===== src/rtl/core/sfrm_pkg.sv =====
`timescale 1ns / 1ps
`default_nettype none

package sfrm_pkg;

    localparam int TS_W     = 48;
    localparam int LEN_W    = 24;
    localparam int WIN_W    = 16;
    localparam int KIND_W   = 2;
    localparam int CNT_O_W  = 7;
    localparam int BITS_O_W = 33;
    localparam int MEAN_W   = 16;
    localparam int STEP_W   = $clog2(TS_W);

    localparam logic [KIND_W-1:0] KIND_ADD   = 2'd0;
    localparam logic [KIND_W-1:0] KIND_CLEAR = 2'd1;
    localparam logic [KIND_W-1:0] KIND_QUERY = 2'd2;

    localparam logic [WIN_W-1:0] WINDOW_RESET = 16'd1000;

    typedef struct packed {
        logic add;
        logic clear;
        logic start;
        logic fetch;
        logic eval;
        logic span;
        logic div_step;
        logic load_out;
    } t_cmd;

    typedef struct packed {
        logic occ_zero;
        logic walk_stop;
        logic div_last;
    } t_sts;

endpackage

`default_nettype wire


===== src/rtl/core/sfrm_ctrl.sv =====
`timescale 1ns / 1ps
`default_nettype none

module sfrm_ctrl
    import sfrm_pkg::*;
(
    input  wire logic              i_clk,
    input  wire logic              i_rst_n,
    input  wire logic              i_in_valid,
    output logic                   o_in_ready,
    input  wire logic [KIND_W-1:0] i_kind,
    output logic                   o_out_valid,
    input  wire logic              i_out_ready,
    input  wire t_sts              i_sts,
    output t_cmd                   o_cmd
);

    typedef enum logic [5:0] {
        S_IDLE  = 6'b000001,
        S_FETCH = 6'b000010,
        S_WALK  = 6'b000100,
        S_SPAN  = 6'b001000,
        S_DIV   = 6'b010000,
        S_OUT   = 6'b100000
    } t_state;

    t_state r_state, n_state;
    logic   r_out_valid, n_out_valid;

    always_comb begin
        n_state     = r_state;
        n_out_valid = r_out_valid;
        o_cmd       = '0;
        o_in_ready  = (r_state == S_IDLE);
        if (r_out_valid && i_out_ready) begin
            n_out_valid = 1'b0;
        end
        case (r_state)
            S_IDLE: begin
                if (i_in_valid) begin
                    case (i_kind)
                        KIND_ADD: begin
                            o_cmd.add = 1'b1;
                        end
                        KIND_CLEAR: begin
                            o_cmd.clear = 1'b1;
                        end
                        KIND_QUERY: begin
                            o_cmd.start = 1'b1;
                            n_state     = i_sts.occ_zero ? S_SPAN : S_FETCH;
                        end
                        default: begin
                        end
                    endcase
                end
            end
            S_FETCH: begin
                o_cmd.fetch = 1'b1;
                n_state     = S_WALK;
            end
            S_WALK: begin
                o_cmd.fetch = 1'b1;
                o_cmd.eval  = 1'b1;
                if (i_sts.walk_stop) begin
                    n_state = S_SPAN;
                end
            end
            S_SPAN: begin
                o_cmd.span = 1'b1;
                n_state    = S_DIV;
            end
            S_DIV: begin
                o_cmd.div_step = 1'b1;
                if (i_sts.div_last) begin
                    n_state = S_OUT;
                end
            end
            S_OUT: begin
                if (!r_out_valid || i_out_ready) begin
                    o_cmd.load_out = 1'b1;
                    n_out_valid    = 1'b1;
                    n_state        = S_IDLE;
                end
            end
            default: begin
                n_state = S_IDLE;
            end
        endcase
    end

    always_ff @(posedge i_clk) begin
        if (!i_rst_n) begin
            r_state     <= S_IDLE;
            r_out_valid <= 1'b0;
        end else begin
            r_state     <= n_state;
            r_out_valid <= n_out_valid;
        end
    end

    assign o_out_valid = r_out_valid;

endmodule

`default_nettype wire


===== config.mk =====
export PLATFORM = sky130hd
export DESIGN_NAME = sfrm_ctrl
export DESIGN_NICKNAME = d
export VERILOG_FILES = /design/src/rtl/core/sfrm_pkg.sv /design/src/rtl/core/sfrm_ctrl.sv
export SDC_FILE = /design/constraint.sdc
export NUM_CORES = 1
export LEC_CHECK = 0
export BUFFER_PORTS_ARGS = -buffer_cell sky130_fd_sc_hd__buf_2
export CORE_AREA = 2 2 39 41
export DETAILED_ROUTE_END_ITERATION = 12
export DIE_AREA = 0 0 41 43
export PLACE_DENSITY = 0.64
export SETUP_SLACK_MARGIN = 0.05
export SLEW_MARGIN = 20
export SYNTH_ARGS = -nofsm -noshare
export SYNTH_HDL_FRONTEND = slang
export SYNTH_SLANG_ARGS = --single-unit

===== constraint.sdc =====
create_clock -name i_clk -period 2.73 [get_ports i_clk]
set_input_delay 0.4095 -clock i_clk [delete_from_list [all_inputs] [get_ports i_clk]]
set_output_delay 0.4095 -clock i_clk [all_outputs]
set_load 0.01 [all_outputs]

==> results of run 1 <==
-- final cells by class --
| type | count | area, sq um | share of cell area |
|---|---|---|---|
| Multi-Input combinational cell | 45 | 297.8 | 0.5085 |
| Tap cell | 16 | 20.02 | 0.03419 |
| Clock buffer | 4 | 26.28 | 0.04487 |
| Inverter | 3 | 11.26 | 0.01923 |
| Sequential cell | 7 | 140.1 | 0.2393 |
| Timing Repair Buffer | 18 | 90.09 | 0.1538 |
-- registers in the layout, summed over array words and instances, names as in the netlist --
signal,flops
r_state,6
o_out_valid,1
-- routing by layer --
| metal | up-vias | share of wire | track usage |
|---|---|---|---|
| li1 | 248 | - | - |
| met5 | - | 0 | 0 |
| met3 | 2 | 0.099 | 0.05236 |
| met4 | 0 | 0.012 | 0.1000 |
| met1 | 207 | 0.46 | 0.1677 |
| met2 | 25 | 0.43 | 0.1813 |
-- synth_stat cells, drive strengths merged (2+ instances only) --
cell type	number
inv	3
nor2b	2
nor3	3
or4	2
nand2	6
nor4	2
nor3b	4
a21oi	3
nor2	6
nand2b	3
dfxtp	7
-- stage by stage --
stage	instances	total power (uW)	hold WS, ps	instance area (sq um)
after CTS	93	329.7	341.5	585.6
final	93	326.3	345.8	585.6
after global placement	89	235.5	473.4	559.3
after global routing	93	349.7	336.1	585.6
after detailed placement	89	235.3	478.3	559.3
after floorplan	56	204.6	487.7	454.2
-- worst max path at each step --
stage                           from  endpoint  slack, ps  depth (start not counted)
after floorplan           r_state[5]  o_cmd[6]        700                          4
after global placement    r_state[5]  o_cmd[6]        780                          5
after detailed placement  r_state[1]  o_cmd[6]        750                          5
after CTS                 r_state[1]  o_cmd[6]        460                          5
after global routing      r_state[1]  o_cmd[6]        340                          5
final                     r_state[1]  o_cmd[6]        480                          5
-- report_power, final --
| part | internal (uW) | switching, uW | leakage (uW) | total (uW) |
|---|---|---|---|---|
| Sequential | 111 | 16.8 | 0.0000567 | 128 |
| Clock | 55.7 | 37.0 | 0.0000150 | 92.7 |
| Combinational | 48.9 | 56.6 | 0.000213 | 106 |
| Total | 216 | 110 | 0.000285 | 326 |
-- critical path: stages (launching register included) --
cell     delay, ps
dfxtp_1        350
or4_4          550
nor2_1         220
nand2_1        120
nor3b_1        190
buf_2          160
-- cells by family (layout without fill, tap and decap cells) --
group                     Yosys count  in the layout  share of synthesized area
and+or+nand+nor                    33             33                     0.4545
AOI/OAI and AO/OA                  11             11                     0.1818
buffers and inverters               4             25                    0.03580
DFF                                 7              7                     0.3085
xor gates and xnor gates            1              1                    0.01929
==> run metrics, run 1 <==
Routed Antenna Nets=0; Final nets=87; ys async rst share=0; post-cts sizing count=0; Rows=14; die width=between 40 and 50 um; Num CTS Buffers=3; Fin Clk Skew=roughly 6.4 ps; Overflow after GRT=0; Syn Area/Cell=just over 8 sq um; register area share after synthesis=0.3085; CP Launch Type=flop; Final HPWL DP=~800 um; Leak=about 0.00028 uW; Clock Path Buffers=2; cell taking the most area after synthesis=dfxtp_1; root buffer cell=clkbuf_4; Yosys reg bits=7; Clk Latency, worst-skew pair=~250 ps; die area=around 0.0018 sq mm; IO buf count=18; layout filler cell count=about 150; number of global-route vias before repair=approximately 390; WL/cell=about 11 um; CORE AREA=~0.0014 sq mm; endpoints failing setup=0; Pre-Repair DR Iteration Count=4; Vias per Instance=around 5.2; status=finished, final reports clean; Worst Hold Path Cells=2; most frequent cells in the layout=18 x buf_2, 7 x dfxtp_1, 6 x nand2_1; Util after Layout=0.4231; RSZ-0062 raised after global routing=false; library cells used by synthesis=29; Worst-Margin Slew=between 400 and 500 ps; R2R Setup Slk=about 990 ps; IO Count=19; DP Worst Slack=about 750 ps; Initial Util=0.3282; Die Y=~43 um; worst r2r src=r_state[1]; setup ws final=roughly 480 ps; TritonCTS clock tree=yes; Min-Delay Endpoint=r_state[1]; # hold bufs at CTS=0; ant diodes=0; Max VDD drop=~0.0002 V; crit-path max FO=7; post-synthesis instance area=454.2 sq um; post-CTS repair timing setup buffer count=0; pin count of the biggest net entering global routing=9; start point of the worst hold path=i_sts[2]; GRT Resource Usage Total=0.1357; gpl congestion=roughly 0.76; Setup crit end kind=output pin; global-route wire length before repair=around 1500 um; EDFF count, synth=0; initial antenna violation count=0; Reg-to-Reg End=r_state[3]; top cells by area, synth=dfxtp_1 31%, nor3b_1 6.6%, nand2_1 5.0%; CTS clk-pin slew, worst paths=about 50 ps; commonest register cell after synthesis=dfxtp_1; Setup TNS=0 ps; most common library cell in the layout ignoring fill and taps=buf_2; HP Class=input pin to flop; pwr/cell area=around 560 mW/mm^2; Peak Freq=roughly 440 MHz; DRC violations left=0; Syn Nets=65; share of the synthesized area in the top cell type=0.3085; YS warnings=0; Synth Instances=56; worst r2r path cells=4; Vias=482; share of layout cells above drive strength 1=0.3377; critical path class=flop to output pin; Hold Vio Cnt, Final=0; clock tree sinks=7; data arrival time of the worst path=1840 ps; Slew headroom=0.6803; Final Critical Period=2254 ps; Total Wirelength=between 1000 and 1500 um; initial DRC count=7; fin. max-slew vios=0; max-cap violations=0; period utilisation layout=0.8256; Required @ worst endpoint=~2300 ps; H-tree Lvls=1; Area Growth Syn to Fin=28.93%
Note: power is estimated with default switching activity, not from simulation.
==> run 2, diff against run 1 <==
--- a/config.mk
+++ b/config.mk
@@ -9,7 +9,7 @@
 export CORE_AREA = 2 2 39 41
 export DETAILED_ROUTE_END_ITERATION = 12
 export DIE_AREA = 0 0 41 43
-export PLACE_DENSITY = 0.64
+export PLACE_DENSITY = 0.66
 export SETUP_SLACK_MARGIN = 0.05
 export SLEW_MARGIN = 20
 export SYNTH_ARGS = -nofsm -noshare
==> constraint.sdc (replaced) <==
create_clock -name i_clk -period 2 [get_ports i_clk]
set_input_delay 0.3 -clock i_clk [delete_from_list [all_inputs] [get_ports i_clk]]
set_output_delay 0.3 -clock i_clk [all_outputs]
set_load 0.01 [all_outputs]
==> run 2 against run 1 <==
Via count grew 9.1%. Sequential cell count is the same. Sequential power grew 30%. First-iteration DRC count shrank 14%. Clock power grew 36%. Core utilization grew 6.7 points. Final cell count grew 7.5%. Worst hold slack lost 130 ps. Global-route usage grew 1.6 points. Critical path depth shrank 1. Count of clock-buffer cells in the layout is the same. Largest cell class unchanged. Largest power group is now combinational logic.
==> run metrics, run 2 (synthesized netlist as in run 1, its figures left out) <==
critical path class=flop to output pin; Required @ worst endpoint=1700 ps; Fin Clk Skew=roughly 3.6 ps; endpoints failing setup=0; status=finished, final reports clean; Setup crit end kind=output pin; worst r2r path cells=5; FF/Latch Area=between 100 and 150 sq um; Routed Antenna Nets=0; initial antenna violation count=0; pwr/cell area=760.7 mW/mm^2; Rows=14; setup ws final=about 45 ps; Worst Hold Path Cells=2; most common library cell in the layout ignoring fill and taps=buf_2; Initial Util=0.3282; TritonCTS clock tree=yes; Reg-to-Reg End=r_state[0]; # hold bufs at CTS=0; IO buf count=18; Clock Path Buffers=2; DRC violations left=0; GRT Resource Usage Total=0.1521; most frequent cells in the layout=17 x buf_2, 7 x buf_4, 5 x nand2_1; R2R Setup Slk=roughly 190 ps; Slew headroom=0.6799; Final Critical Period=a little under 2000 ps; max reg flops=6; HP Class=input pin to flop; largest register by flop count=r_state; multi-input logic area=about 320 sq um; Hold Slack=around 220 ps; WL/cell=11.84 um; start point of the worst hold path=i_sts[2]; fin. max-slew vios=0; layout filler cell count=between 100 and 150; CORE AREA=0.001384 sq mm; IO Count=19; period utilisation layout=0.9776; global-route wire length before repair=around 1800 um; Total Wirelength=between 1000 and 1500 um; number of global-route vias before repair=between 400 and 500; RSZ-0062 raised after global routing=true; Worst-Margin Slew=roughly 480 ps; Leak=about 0.00033 uW; clock tree sinks=7; initial DRC count=6; Hold Vio Cnt, Final=0; Placed Area=a little under 600 sq um; Vias per Instance=about 5.3; share of layout cells above drive strength 1=0.5238; Area Growth Syn to Fin=49.31%; Final nets=94; Finished Cell Area=678.2 sq um; Overflow after GRT=0; CP Launch Type=flop; Pre-Repair DR Iteration Count=4; Num CTS Buffers=3; Max VDD drop=between 0.0003 and 0.0004 V; Setup TNS=0 ps; Final HPWL DP=853.8 um; gpl congestion=0.7572; die area=~0.0018 sq mm; Clk Latency, worst-skew pair=between 200 and 300 ps; CTS clk-pin slew, worst paths=roughly 50 ps; Vias=roughly 530; ant diodes=0; max-cap violations=0; Peak Freq=511.5 MHz; DP Worst Slack=around 190 ps; pin count of the biggest net entering global routing=9; H-tree Lvls=1; crit-path max FO=3; data arrival time of the worst path=roughly 1700 ps; Min-Delay Endpoint=r_state[1]; worst r2r src=r_state[5]; Die Y=approximately 43 um; die width=41 um; root buffer cell=clkbuf_4
[run 2: final cells by class]
cell class              instances  share of cell area
clock buffers                   4             0.03875
repair buffers                 25              0.2196
flip-flops and latches          7              0.2177
inverters                       3             0.01661
well taps                      16             0.02952
multi-input cells              45              0.4779
[run 2: critical path, cell delays in order, from the launching register on]
cell and delay, ps:
dfxtp_2 320, or4_4 540, or3b_4 390, inv_2 60, buf_6 90
[run 2: through the flow]
stage | std cells | total power (uW) | util
after global placement | 92 | 346.8 | 0.4204
after global routing | 100 | 552.3 | 0.4901
after floorplan | 56 | 279.3 | -
after detailed placement | 92 | 347.4 | 0.4204
final | 100 | 515.9 | 0.4901
after CTS | 100 | 517.3 | 0.4901
[run 2: repair_timing]
item | in CTS | in global routing
setup buffers | 4 | 0
setup endpoints to repair | 5 | 7
resized for setup | 14 | 0
pin swaps | 6 | 2
[run 2: worst max path at each step]
stage               start  endpoint  slack, ps  cells past startpoint
6_report       r_state[5]  o_cmd[3]         40                      4
5_1_grt        r_state[5]  o_cmd[3]          4                      4
4_1_cts        r_state[5]  o_cmd[3]         20                      4
3_5_place_dp   r_state[1]  o_cmd[3]        190                      4
3_3_place_gp   r_state[4]  o_cmd[3]        230                      4
2_1_floorplan  r_state[5]  o_cmd[6]         80                      4
[run 2: routing by layer]
layer / up-vias / wire, um / track usage
li1: 264 / - / -
met4: 0 / 6 / 0.08000
met1: 239 / 485 / 0.1623
met3: 2 / 84 / 0.03141
met5: - / 0 / 0
met2: 21 / 607 / 0.2594
[run 2: power by group]
part | leakage [uW] | internal (uW) | switching (uW)
combinational | 0.000254 | 113 | 111
clock | 0.0000150 | 76.0 | 49.5
sequential | 0.0000590 | 153 | 13.5
total | 0.000328 | 342 | 174
==> run 3, diff against run 2 <==
--- a/config.mk
+++ b/config.mk
@@ -5,12 +5,14 @@
 export SDC_FILE = /design/constraint.sdc
 export NUM_CORES = 1
 export LEC_CHECK = 0
+export ABC_AREA = 1
 export BUFFER_PORTS_ARGS = -buffer_cell sky130_fd_sc_hd__buf_2
 export CORE_AREA = 2 2 39 41
 export DETAILED_ROUTE_END_ITERATION = 12
 export DIE_AREA = 0 0 41 43
 export PLACE_DENSITY = 0.66
-export SETUP_SLACK_MARGIN = 0.05
+export RECOVER_POWER = 100
+export SETUP_SLACK_MARGIN = 0.15
 export SLEW_MARGIN = 20
 export SYNTH_ARGS = -nofsm -noshare
 export SYNTH_HDL_FRONTEND = slang
==> run 3 against run 2 <==
Worst hold slack better by 60 ps. Clock power is 5% higher. Total power is 33% higher. First-iteration DRC count is 17% higher. Global-route usage is 0.83 points lower. Count of clock-buffer cells in the layout stayed put. Sequential cell count stayed put. Maximum frequency is 16% higher. Critical path depth is 2 higher. Sequential share of layout area is 3.3 points higher. Critical path type unchanged. Critical endpoint is now o_cmd[7]. Largest cell class unchanged.
==> run metrics, run 3 <==
Overflow after GRT=0; status=finished, final reports clean; Syn Nets=80; Max VDD drop=a little over 0.0006 V; Placed Area=558.0 sq um; Clock power frac=0.193; critical path class=flop to output pin; max-cap violations=0; gpl congestion=between 0.7 and 0.8; pwr/cell area=1225 mW/mm^2; fin. max-slew vios=0; crit-path cells=inv_1 > nand2_1 > nor2_1 > nand2_1 > nor4_1 > clkbuf_1; total power=around 700 uW; CP max stage cell=dfxtp_1; number of global-route vias before repair=462; Setup crit end kind=output pin; count leader, synth=inv_1; share of layout cells above drive strength 1=0.1828; multi-input logic area=231.5 sq um; EDFF count, synth=0; # hold bufs at CTS=0; Flop pwr share=0.295; Final Critical Period=between 1500 and 2000 ps; Pre-Repair DR Iteration Count=4; Rows=14; CP peak stage delay=about 320 ps; top post-synthesis cells by count=17 x inv_1, 11 x nor2_1, 8 x nand2_1, 8 x nand3_1, 7 x dfxtp_1; Initial Util=0.3237; YS warnings=0; period utilisation layout=0.8393; Vias=513; Area Growth Syn to Fin=24.86%; combinational share of power=0.512; post-CTS repair timing setup buffer count=0; pin count of the biggest net entering global routing=8; die area=roughly 0.0018 sq mm; initial antenna violation count=0; layout filler cell count=160; Sw Ratio=0.4763; post-cts sizing count=0; Yosys reg bits=7; Fin Clk Skew=around 2.5 ps; Final nets=around 100; largest register by flop count=r_state; H-tree Lvls=1; Clk Latency, worst-skew pair=about 260 ps; Leak=0.0002991 uW; HP Class=input pin to flop; IO Count=19; root buffer cell=clkbuf_4; Clock Path Buffers=2; most frequent cells in the layout=17 x inv_1, 13 x nor2_1, 11 x clkbuf_1; Peak Freq=around 600 MHz; top cells by area, synth=dfxtp_1 31%, inv_1 14%, nor2_1 9.2%; initial DRC count=7; worst r2r src=r_state[0]; share of the synthesized area in the top cell type=0.3128; CP Launch Type=flop; Required @ worst endpoint=roughly 1700 ps; TritonCTS clock tree=yes; GRT Resource Usage Total=0.1437; Setup crit start=r_state[2]; Synth Instances=71; fin cells=between 100 and 150; FF/Latch Area=~140 sq um; WL/cell=~9.5 um; CTS clk-pin slew, worst paths=roughly 50 ps; Slew headroom=0.7124; crit-path max FO=6; most common library cell in the layout ignoring fill and taps=inv_1; Die Y=around 43 um; data arrival time of the worst path=between 1000 and 1500 ps; register area share after synthesis=0.3128; DP Cell Count=between 100 and 150; CP bufs+invs=2; Worst-Margin Slew=between 400 and 500 ps; post-synthesis instance area=roughly 450 sq um; Num CTS Buffers=3; internal power=between 300 and 400 uW; CORE AREA=0.001384 sq mm; die width=~41 um; Top cell by count, worst path=nand2_1; Finished Cell Area=about 560 sq um; ys async rst share=0; Final HPWL DP=between 800 and 900 um; global-route wire length before repair=approximately 1700 um; Vias per Instance=roughly 4.7; IO buf count=18; Syn Area/Cell=about 6.3 sq um; Routed Antenna Nets=0; switching pwr=approximately 330 uW; library cells used by synthesis=14; DRC violations left=0; Total Wirelength=a little over 1000 um; endpoints failing setup=0; Setup TNS=0 ps; start point of the worst hold path=i_rst_n; Hold Vio Cnt, Final=0; clock tree sinks=7; Util after Layout=0.4042; Crit path max-delay family=simple AND/OR/NAND/NOR gates; ant diodes=0; max reg flops=6; commonest register cell after synthesis=dfxtp_1; RSZ-0062 raised after global routing=false; cell taking the most area after synthesis=dfxtp_1
run 3: area by class of cell:
cell class / instances / share of cell area
inverter: 17 / 0.1141
sequential: 7 / 0.2506
tap: 16 / 0.03579
clock buffer: 4 / 0.04698
multi-input combinational: 47 / 0.4139
timing repair buffer: 18 / 0.1387
run 3: cells by family after synthesis:
group / synth area share
AOI/OAI and AO/OA: 0.04467
buffers and inverters: 0.1425
DFF: 0.3128
and+or+nand+nor: 0.5000
run 3: final timing paths:
path	cells past startpoint	end	slack, ps
worst max-delay path	6	o_cmd[7]	320
worst min-delay path	2	r_state[0]	280
worst max register to register	6	r_state[0]	630
worst min register to register	4	o_out_valid	560
run 3: through the flow:
step	setup slack, ps	hold WS, ps
6_report	321.5	277.6
5_1_grt	207.6	281.3
4_1_cts	311.5	282.6
3_5_place_dp	605.8	543.5
3_3_place_gp	667.2	527.4
2_1_floorplan	692.2	384.1
run 3: routing by layer:
| metal | part of all wire | routed length [um] | track usage |
|---|---|---|---|
| met1 | 0.44 | 461 | 0.1710 |
| met2 | 0.45 | 466 | 0.2031 |
| met3 | 0.070 | 73 | 0.03141 |
| met5 | 0 | 0 | 0 |
| met4 | 0.035 | 36 | 0.1267 |
run 3: power groups by stage:
stage          Sequential [uW]  Clock (uW)  Combinational, uW
2_1_floorplan              203           0                288
3_3_place_gp               207           0                370
3_5_place_dp               207           0                378
4_1_cts                    204         133                385
5_1_grt                    205         145                399
6_report                   202         132                351
